--- src/sv/ccc_pkg.sv ---
// calendar clock counter: shared types, constants and calendar tables
// no dependencies; imported by ccc_year_split, calendar_clock_counter_unit and both testbench files
`default_nettype none

package ccc_pkg;

    localparam int YEAR_W   = 14;
    localparam int MONTH_W  = 4;
    localparam int DAY_W    = 5;
    localparam int HOUR_W   = 5;
    localparam int MIN_W    = 6;
    localparam int SEC_W    = 6;
    localparam int WDAY_W   = 3;
    localparam int YDAY_W   = 9;
    localparam int CENT_W   = 7;
    localparam int ZSUM_W   = 10;
    localparam int S_DATA_W = 40;
    localparam int M_DATA_W = 56;

    // floor(y / 100) = (y * 5243) >> 19 for y below 16384
    localparam int DIV100_MUL   = 5243;
    localparam int DIV100_SHIFT = 19;
    localparam int PROD_W       = 27;

    localparam logic [YEAR_W-1:0]  YEAR_MIN    = 14'd1;
    localparam logic [YEAR_W-1:0]  YEAR_MAX    = 14'd9999;
    localparam logic [MONTH_W-1:0] MONTH_JAN   = 4'd1;
    localparam logic [MONTH_W-1:0] MONTH_FEB   = 4'd2;
    localparam logic [MONTH_W-1:0] MONTH_DEC   = 4'd12;
    localparam logic [DAY_W-1:0]   DAY_FIRST   = 5'd1;
    localparam logic [HOUR_W-1:0]  HOUR_LAST   = 5'd23;
    localparam logic [MIN_W-1:0]   MIN_LAST    = 6'd59;
    localparam logic [SEC_W-1:0]   SEC_LAST    = 6'd59;
    localparam logic [WDAY_W-1:0]  WDAY_SAT    = 3'd6;
    localparam logic [WDAY_W-1:0]  WDAY_SUN    = 3'd0;
    localparam logic [YDAY_W-1:0]  YDAY_FIRST  = 9'd1;
    localparam logic [CENT_W-1:0]  CENT_LAST   = 7'd99;
    localparam logic [CENT_W-1:0]  YOC_LAST    = 7'd99;
    localparam logic [ZSUM_W-1:0]  ZELLER_BIAS = 10'd209;

    typedef enum logic {
        ACT_TICK = 1'b0,
        ACT_SET  = 1'b1
    } action_t;

    // first member is the most significant: year lands in the lowest bits
    typedef struct packed {
        logic [SEC_W-1:0]   second;
        logic [MIN_W-1:0]   minute;
        logic [HOUR_W-1:0]  hour;
        logic [DAY_W-1:0]   day;
        logic [MONTH_W-1:0] month;
        logic [YEAR_W-1:0]  year;
    } set_fields_t;

    // year split into century and year of century, plus the zeller year
    typedef struct packed {
        logic [CENT_W-1:0] cent;
        logic [CENT_W-1:0] yoc;
        logic [CENT_W-1:0] zcent;
        logic [CENT_W-1:0] zyoc;
    } year_split_t;

    typedef struct packed {
        action_t     action;
        set_fields_t f;
        year_split_t split;
    } a_item_t;

    typedef struct packed {
        logic [YEAR_W-1:0]  year;
        logic [CENT_W-1:0]  cent;
        logic [CENT_W-1:0]  yoc;
        logic [MONTH_W-1:0] month;
        logic [DAY_W-1:0]   day;
        logic [HOUR_W-1:0]  hour;
        logic [MIN_W-1:0]   minute;
        logic [SEC_W-1:0]   second;
        logic [WDAY_W-1:0]  wday;
        logic [YDAY_W-1:0]  yday;
    } cal_state_t;

    typedef struct packed {
        logic               rejected;
        logic [YDAY_W-1:0]  yday;
        logic [WDAY_W-1:0]  wday;
        logic [SEC_W-1:0]   second;
        logic [MIN_W-1:0]   minute;
        logic [HOUR_W-1:0]  hour;
        logic [DAY_W-1:0]   day;
        logic [MONTH_W-1:0] month;
        logic [YEAR_W-1:0]  year;
    } result_t;

    localparam cal_state_t CAL_RESET = '{
        year:   14'd2000,
        cent:   7'd20,
        yoc:    7'd0,
        month:  4'd1,
        day:    5'd1,
        hour:   5'd0,
        minute: 6'd0,
        second: 6'd0,
        wday:   3'd6,
        yday:   9'd1
    };

    function automatic logic is_leap(input logic [CENT_W-1:0] cent,
                                     input logic [CENT_W-1:0] yoc);
        return (yoc[1:0] == 2'd0) && ((yoc != '0) || (cent[1:0] == 2'd0));
    endfunction

    function automatic logic [DAY_W-1:0] month_days(input logic [MONTH_W-1:0] m,
                                                    input logic leap);
        logic [DAY_W-1:0] d;
        unique case (m)
            4'd2:                      d = 5'd28 + {4'd0, leap};
            4'd4, 4'd6, 4'd9, 4'd11:   d = 5'd30;
            default:                   d = 5'd31;
        endcase
        return d;
    endfunction

    function automatic logic [YDAY_W-1:0] days_before(input logic [MONTH_W-1:0] m);
        logic [YDAY_W-1:0] d;
        unique case (m)
            4'd2:    d = 9'd31;
            4'd3:    d = 9'd59;
            4'd4:    d = 9'd90;
            4'd5:    d = 9'd120;
            4'd6:    d = 9'd151;
            4'd7:    d = 9'd181;
            4'd8:    d = 9'd212;
            4'd9:    d = 9'd243;
            4'd10:   d = 9'd273;
            4'd11:   d = 9'd304;
            4'd12:   d = 9'd334;
            default: d = 9'd0;
        endcase
        return d;
    endfunction

    // floor(13 * (m' + 1) / 5) with january and february as months 13 and 14
    function automatic logic [5:0] zeller_month(input logic [MONTH_W-1:0] m);
        logic [5:0] t;
        unique case (m)
            4'd1:    t = 6'd36;
            4'd2:    t = 6'd39;
            4'd3:    t = 6'd10;
            4'd4:    t = 6'd13;
            4'd5:    t = 6'd15;
            4'd6:    t = 6'd18;
            4'd7:    t = 6'd20;
            4'd8:    t = 6'd23;
            4'd9:    t = 6'd26;
            4'd10:   t = 6'd28;
            4'd11:   t = 6'd31;
            4'd12:   t = 6'd33;
            default: t = 6'd0;
        endcase
        return t;
    endfunction

    // 8 and 64 and 512 are all 1 mod 7, so octal digits fold
    function automatic logic [WDAY_W-1:0] mod7(input logic [ZSUM_W-1:0] x);
        logic [4:0] s1;
        logic [3:0] s2;
        s1 = {4'd0, x[9]} + {2'd0, x[8:6]} + {2'd0, x[5:3]} + {2'd0, x[2:0]};
        s2 = {2'd0, s1[4:3]} + {1'b0, s1[2:0]};
        return (s2 >= 4'd7) ? 3'(s2 - 4'd7) : s2[2:0];
    endfunction

endpackage

`default_nettype wire

--- src/sv/ccc_year_split.sv ---
// calendar clock counter: splits a set year into century and year of century
// for both the year itself and the zeller year; uses ccc_pkg
`default_nettype none

module ccc_year_split (
    input  ccc_pkg::set_fields_t f,
    output ccc_pkg::year_split_t split
);
    import ccc_pkg::*;

    logic [YEAR_W-1:0] zyear;
    logic [7:0]        cent_full;
    logic [7:0]        zcent_full;

    function automatic logic [7:0] div100(input logic [YEAR_W-1:0] y);
        logic [PROD_W-1:0] prod;
        prod = PROD_W'(y) * PROD_W'(DIV100_MUL);
        return prod[PROD_W-1:DIV100_SHIFT];
    endfunction

    function automatic logic [CENT_W-1:0] rem100(input logic [YEAR_W-1:0] y,
                                                 input logic [7:0] c);
        logic [YEAR_W-1:0] r;
        r = y - YEAR_W'(YEAR_W'(c) * 14'd100);
        return r[CENT_W-1:0];
    endfunction

    // january and february belong to the previous year
    assign zyear      = (f.month <= MONTH_FEB) ? f.year - 14'd1 : f.year;
    assign cent_full  = div100(f.year);
    assign zcent_full = div100(zyear);

    assign split.cent  = cent_full[CENT_W-1:0];
    assign split.yoc   = rem100(f.year, cent_full);
    assign split.zcent = zcent_full[CENT_W-1:0];
    assign split.zyoc  = rem100(zyear, zcent_full);

endmodule

`default_nettype wire

--- src/sv/calendar_clock_counter_unit.sv ---
// calendar clock counter: top level with input stage, calendar state and result register
// uses ccc_pkg and ccc_year_split
// flow: a transaction is held in the input register, then its result is registered into the result register on m_tdata
// throughput: one transaction per cycle while m_tready does not stall; the calendar state is registered with the result
// stall: s_tready follows m_tready through the input and result registers
// reset: pipeline empty, time 2000-01-01 00:00:00, saturday, day of year 1
`default_nettype none

module calendar_clock_counter_unit (
    input  logic                          aclk,
    input  logic                          aresetn,
    input  logic                          s_tvalid,
    output logic                          s_tready,
    // year, month, day, hour, minute, second
    input  logic [ccc_pkg::S_DATA_W-1:0]  s_tdata,
    // action (0 tick, 1 set)
    input  logic                          s_tuser,
    output logic                          m_tvalid,
    input  logic                          m_tready,
    // year, month, day, hour, minute, second, week day, year day, set rejected, zero pad
    output logic [ccc_pkg::M_DATA_W-1:0]  m_tdata
);
    import ccc_pkg::*;

    set_fields_t s_fields;
    year_split_t s_split;

    logic       a_vld_reg, a_vld_next;
    a_item_t    a_reg, a_next;
    logic       m_vld_reg, m_vld_next;
    result_t    out_reg, out_next;
    cal_state_t cal_reg, cal_next;
    cal_state_t tick_st, set_st;

    logic       b_adv;
    logic       cur_leap, set_leap, set_ok;
    logic [ZSUM_W-1:0] zsum;

    assign s_fields = set_fields_t'(s_tdata);

    ccc_year_split u_split (
        .f     (s_fields),
        .split (s_split)
    );

    assign b_adv    = a_vld_reg && (!m_vld_reg || m_tready);
    assign s_tready = !a_vld_reg || b_adv;
    assign m_tvalid = m_vld_reg;
    assign m_tdata  = {(M_DATA_W - $bits(result_t))'(0), out_reg};

    // input stage
    always_comb begin
        a_vld_next = a_vld_reg;
        a_next     = a_reg;
        if (s_tvalid && s_tready) begin
            a_vld_next    = 1'b1;
            a_next.action = action_t'(s_tuser);
            a_next.f      = s_fields;
            a_next.split  = s_split;
        end else if (b_adv) begin
            a_vld_next = 1'b0;
        end
    end

    // one second forward
    assign cur_leap = is_leap(cal_reg.cent, cal_reg.yoc);

    always_comb begin
        tick_st = cal_reg;
        if (cal_reg.second != SEC_LAST) begin
            tick_st.second = cal_reg.second + 6'd1;
        end else begin
            tick_st.second = '0;
            if (cal_reg.minute != MIN_LAST) begin
                tick_st.minute = cal_reg.minute + 6'd1;
            end else begin
                tick_st.minute = '0;
                if (cal_reg.hour != HOUR_LAST) begin
                    tick_st.hour = cal_reg.hour + 5'd1;
                end else begin
                    tick_st.hour = '0;
                    tick_st.wday = (cal_reg.wday >= WDAY_SAT) ? WDAY_SUN
                                                              : cal_reg.wday + 3'd1;
                    tick_st.yday = cal_reg.yday + 9'd1;
                    if (cal_reg.day < month_days(cal_reg.month, cur_leap)) begin
                        tick_st.day = cal_reg.day + 5'd1;
                    end else begin
                        tick_st.day = DAY_FIRST;
                        if (cal_reg.month < MONTH_DEC) begin
                            tick_st.month = cal_reg.month + 4'd1;
                        end else begin
                            tick_st.month = MONTH_JAN;
                            tick_st.yday  = YDAY_FIRST;
                            if (cal_reg.year >= YEAR_MAX) begin
                                tick_st.year = YEAR_MIN;
                                tick_st.cent = '0;
                                tick_st.yoc  = 7'd1;
                            end else begin
                                tick_st.year = cal_reg.year + 14'd1;
                                if (cal_reg.yoc == YOC_LAST) begin
                                    tick_st.yoc  = '0;
                                    tick_st.cent = cal_reg.cent + 7'd1;
                                end else begin
                                    tick_st.yoc = cal_reg.yoc + 7'd1;
                                end
                            end
                        end
                    end
                end
            end
        end
    end

    // load date and time with range check, weekday and day of year
    assign set_leap = is_leap(a_reg.split.cent, a_reg.split.yoc);
    assign set_ok   = (a_reg.f.year >= YEAR_MIN) && (a_reg.f.year <= YEAR_MAX)
                   && (a_reg.f.month >= MONTH_JAN) && (a_reg.f.month <= MONTH_DEC)
                   && (a_reg.f.day >= DAY_FIRST)
                   && (a_reg.f.day <= month_days(a_reg.f.month, set_leap))
                   && (a_reg.f.hour <= HOUR_LAST) && (a_reg.f.minute <= MIN_LAST)
                   && (a_reg.f.second <= SEC_LAST);

    assign zsum = ZSUM_W'(a_reg.split.zcent[CENT_W-1:2]) + ZSUM_W'(a_reg.split.zyoc)
                + ZSUM_W'(a_reg.split.zyoc[CENT_W-1:2]) + ZSUM_W'(zeller_month(a_reg.f.month))
                + ZSUM_W'(a_reg.f.day) + ZELLER_BIAS - ZSUM_W'({a_reg.split.zcent, 1'b0});

    always_comb begin
        set_st        = cal_reg;
        set_st.year   = a_reg.f.year;
        set_st.cent   = a_reg.split.cent;
        set_st.yoc    = a_reg.split.yoc;
        set_st.month  = a_reg.f.month;
        set_st.day    = a_reg.f.day;
        set_st.hour   = a_reg.f.hour;
        set_st.minute = a_reg.f.minute;
        set_st.second = a_reg.f.second;
        set_st.wday   = mod7(zsum);
        set_st.yday   = days_before(a_reg.f.month) + YDAY_W'(a_reg.f.day)
                      + YDAY_W'((a_reg.f.month > MONTH_FEB) && set_leap);
    end

    // state and result register
    always_comb begin
        cal_next          = cal_reg;
        m_vld_next        = m_vld_reg;
        out_next          = out_reg;
        out_next.rejected = 1'b0;
        if (b_adv) begin
            unique case (a_reg.action)
                ACT_TICK: cal_next = tick_st;
                ACT_SET: begin
                    if (set_ok) begin
                        cal_next = set_st;
                    end else begin
                        out_next.rejected = 1'b1;
                    end
                end
                default: cal_next = cal_reg;
            endcase
            m_vld_next = 1'b1;
        end else if (m_tready) begin
            m_vld_next = 1'b0;
        end
        if (!b_adv) begin
            out_next.rejected = out_reg.rejected;
        end
        out_next.year   = cal_next.year;
        out_next.month  = cal_next.month;
        out_next.day    = cal_next.day;
        out_next.hour   = cal_next.hour;
        out_next.minute = cal_next.minute;
        out_next.second = cal_next.second;
        out_next.wday   = cal_next.wday;
        out_next.yday   = cal_next.yday;
    end

    always_ff @(posedge aclk) begin
        if (!aresetn) begin
            a_vld_reg <= 1'b0;
            m_vld_reg <= 1'b0;
            cal_reg   <= CAL_RESET;
        end else begin
            a_vld_reg <= a_vld_next;
            m_vld_reg <= m_vld_next;
            cal_reg   <= cal_next;
        end
    end

    always_ff @(posedge aclk) begin
        a_reg   <= a_next;
        out_reg <= out_next;
    end

`ifndef ASSERT_OFF
    a_time_range: assert property (@(posedge aclk) disable iff (!aresetn)
        (cal_reg.second <= SEC_LAST) && (cal_reg.minute <= MIN_LAST)
        && (cal_reg.hour <= HOUR_LAST))
        else $error("time of day out of range");

    a_year_split: assert property (@(posedge aclk) disable iff (!aresetn)
        (cal_reg.yoc <= YOC_LAST) && (cal_reg.cent <= CENT_LAST)
        && (cal_reg.year == YEAR_W'(cal_reg.cent) * 14'd100 + YEAR_W'(cal_reg.yoc)))
        else $error("century split disagrees with year");

    a_day_range: assert property (@(posedge aclk) disable iff (!aresetn)
        (cal_reg.day >= DAY_FIRST) && (cal_reg.day <= month_days(cal_reg.month, cur_leap))
        && (cal_reg.month >= MONTH_JAN) && (cal_reg.month <= MONTH_DEC))
        else $error("date out of range");

    a_tick_not_rejected: assert property (@(posedge aclk) disable iff (!aresetn)
        b_adv && (a_reg.action == ACT_TICK) |=> !out_reg.rejected)
        else $error("tick transaction flagged as rejected set");

    a_reject_holds_state: assert property (@(posedge aclk) disable iff (!aresetn)
        b_adv && (a_reg.action == ACT_SET) && !set_ok |=> $stable(cal_reg))
        else $error("rejected set changed the time");
`endif

endmodule

`default_nettype wire

--- config.mk ---
export PLATFORM = sky130hd
export DESIGN_NAME = calendar_clock_counter_unit
export DESIGN_NICKNAME = d
export VERILOG_FILES = /design/src/sv/ccc_pkg.sv /design/src/sv/ccc_year_split.sv /design/src/sv/calendar_clock_counter_unit.sv
export SDC_FILE = /design/constraint.sdc
export NUM_CORES = 1
export LEC_CHECK = 0
export BUFFER_PORTS_ARGS = -buffer_cell sky130_fd_sc_hd__buf_2
export CAP_MARGIN = 20
export CORE_MARGIN = 2
export CORE_UTILIZATION = 30
export CTS_CLUSTER_DIAMETER = 200
export DETAILED_ROUTE_END_ITERATION = 10
export SETUP_SLACK_MARGIN = 0.4
export SYNTH_ARGS = -nofsm -noshare
export SYNTH_HDL_FRONTEND = slang
export SYNTH_SLANG_ARGS = --single-unit
--- constraint.sdc ---
create_clock -name aclk -period 9.45 [get_ports aclk]
set_input_delay 1.89 -clock aclk [delete_from_list [all_inputs] [get_ports aclk]]
set_output_delay 1.89 -clock aclk [all_outputs]
set_load 0.01 [all_outputs]
==> impl_metrics.ini <==
[detailed_routing]
route.vias.total = 13200
wl_per_cell_um = 17.0
number_of_nets_with_antenna_violations_after_routing = 0
post-route-drc-count = 0
routed_via_density = 4.95
route.final.wire_length_mm = 45.3
detailed_routing_iteration_count_for_the_pre_antenna_repair_pass = 5
drtIter0Drc = 765

[place]
gp_congestion = 0.899
numPortBuffers = 99
detailed_place.area_um2 = 18700
hpwlAfterDp_mm = 36.2

[worst_setup_path]
worst-endpoint-arrival_ps = 8760
max_stage_delay_ps = 550
setup.worst_path.class = in2reg
critical_path_peak_fanout = 9
worst_setup_path_end_kind = flop
crit_required_ps = 9640
critical-path-top-cell-by-count = inv_1
r2r_cells = 34
startpoint_type = primary input
critical-path-slowest-cell = fa_1

[timing]
holdWs_ps = 505
worst-slew-pin-transition_ps = 1130
finalSetupViolations = 0
finalCriticalPeriod_ps = 8570
rsz0062_at_grt = no
setup_total_negative_slack_ps = 0
period_utilisation_layout = 0.907
clock-skew-final_ps = 15.5
hold_violations = 0
relSlewSlack = 0.246
final_max_slew_viol_count = 0
timing.fmax_ghz = 0.117

[clock_network]
cts.repair_timing.setup_buffer_count = 0
cts_inserted_buffers = 17
worst_skew_pair.late_latency_ps = 440
clock_sink_count = 193
postCtsHoldBufs = 0
cts.path.max_buffers = 2
clock_tree_from_tritoncts = done
cts_resized = 0
clock_slew_at_reported_path_ffs_ps = 70
cts_htree_levels = 4
cts-root-buf = clkbuf_16

[synth]
post-synth-top-area-fraction = 0.195
async_s_r_ff_share_synth = 0
synth_flop_cell = dfxtp_1
post_synth_instance_area_um2 = 17200
synth_edf_count = 63
synthTopCellsByArea = ha_1 (20%), fa_1 (18%), dfxtp_1 (15%), edfxtp_1 (11%), inv_1 (7.4%)
synth_top_area_cell = ha_1
synthesis.instances = 1787
yosys-top-cells-count = inv_1 (339), ha_1 (269), fa_1 (152)
synth_cell_types = 81
ys_warn_count = 0
synthMostInstantiatedCell = inv_1
ys_seq_area_frac = 0.261
synth_seq_cells = 193
syn_area_per_cell_um2 = 9.64

[min_path]
worstHoldPathType = reg2reg
min_delay_path_depth = 2

[cells_and_area]
final_layout_size_suffix_gt1_frac = 0.107
layout.cell_area.non_filler_um2 = 19400
syn_to_final_growth_pct = 12.5
largest_reg_flops = 62
fin_nets = 2357
layout.filler_cells = 5751
n_antenna_cell = 0

[run_status]
outcome = finished, final reports clean

[die]
fp.coreArea_um2 = 56600
placementRows = 87
initial_utilization = 0.304
die_area_um2 = 59300
dieHeight_um = 244
fp.dieW_um = 244
io_pins = 103

[global_routing]
globalRouteOverflowTotal = 0
grt_antenna_before_repair = 2
grt_pass1_wl_mm = 71.7
grt_max_degree = 63
global_routing_usage_summed_across_all_routing_layers = 0.152
first_global_vias = 13000

[job]
cap_viol_max_count = 0
==> layout make-up <==
type	count	area [µm²]	area share
Tap cell	756	946	0.0488
Clock inverter	15	171	0.00885
Multi-Input combinational cell	1204	11300	0.583
Clock buffer	17	425	0.0220
Timing Repair Buffer	135	763	0.0394
Inverter	340	1280	0.0659
Sequential cell	193	4490	0.232
==> metal layers <==
metal | up-vias | track usage | part of all wire | wire length [µm]
li1 | 6272 | - | - | -
met1 | 6401 | 0.214 | 0.46 | 20800
met2 | 441 | 0.245 | 0.46 | 20800
met3 | 50 | 0.0251 | 0.068 | 3070
met4 | 0 | 0.0312 | 0.014 | 618
met5 | - | 0 | 0 | 0
==> worst max-delay path: cells and delay by family <==
family	cells	cell delay [ps]
AO/OA/AOI/OAI	9	1450
XOR/XNOR	6	1070
adder cells (fa/ha/maj)	9	3390
AND/OR/NAND/NOR	2	200
buffers and inverters	8	740
==> logic make-up (layout without fill, tap and decap cells) <==
family | Yosys count | count (layout) | share of synthesized area
AO/OA/AOI/OAI | 345 | 345 | 0.133
XOR/XNOR | 67 | 67 | 0.0358
adder cells (fa/ha/maj) | 421 | 421 | 0.372
buffers and inverters | 392 | 507 | 0.0867
flip-flops | 193 | 193 | 0.261
multiplexers | 8 | 8 | 0.00479
other | 1 | 3 | 0.000218
AND/OR/NAND/NOR | 360 | 360 | 0.106
==> cell usage in the layout, fill, tap and decap left out, types with 33 or more instances in the layout <==
cell      netlist  layout
inv_1         339     334
ha_1          269     269
fa_1          152     152
dfxtp_1       130     130
buf_2           7     100
nand2_1        83      83
o21ai_0        78      78
a21oi_1        74      74
nor2_1         72      71
edfxtp_1       63      63
xnor2_1        53      50
nand3_1        44      44
and2_1         37      37
buf_4           3      35
nor3_1         35      33
==> per-stage QoR <==
step / utilization / cells / worst slack [ps]
finish: 0.342 / 2660 / 876
global route: 0.342 / 2660 / 412
CTS: 0.341 / 2658 / 600
detailed placement: 0.331 / 2626 / 123
global placement: 0.331 / 2626 / 227
floorplan: - / 1789 / 453
==> final timing paths <==
path	startpoint	end	slack, ps
worst max-delay path	s_tdata[6]	a_reg[6]$_DFFE_PP_	880
worst min-delay path	cal_reg[46]$_SDFFE_PN0P_	cal_reg[46]$_SDFFE_PN0P_	500
worst max register to register	a_reg[50]$_DFFE_PP_	cal_reg[10]$_SDFF_PN1_	1720
worst min register to register	cal_reg[46]$_SDFFE_PN0P_	cal_reg[46]$_SDFFE_PN0P_	500
Power is not shown: default switching activity piles up to over one toggle a cycle in this logic, so the estimate is an artifact.
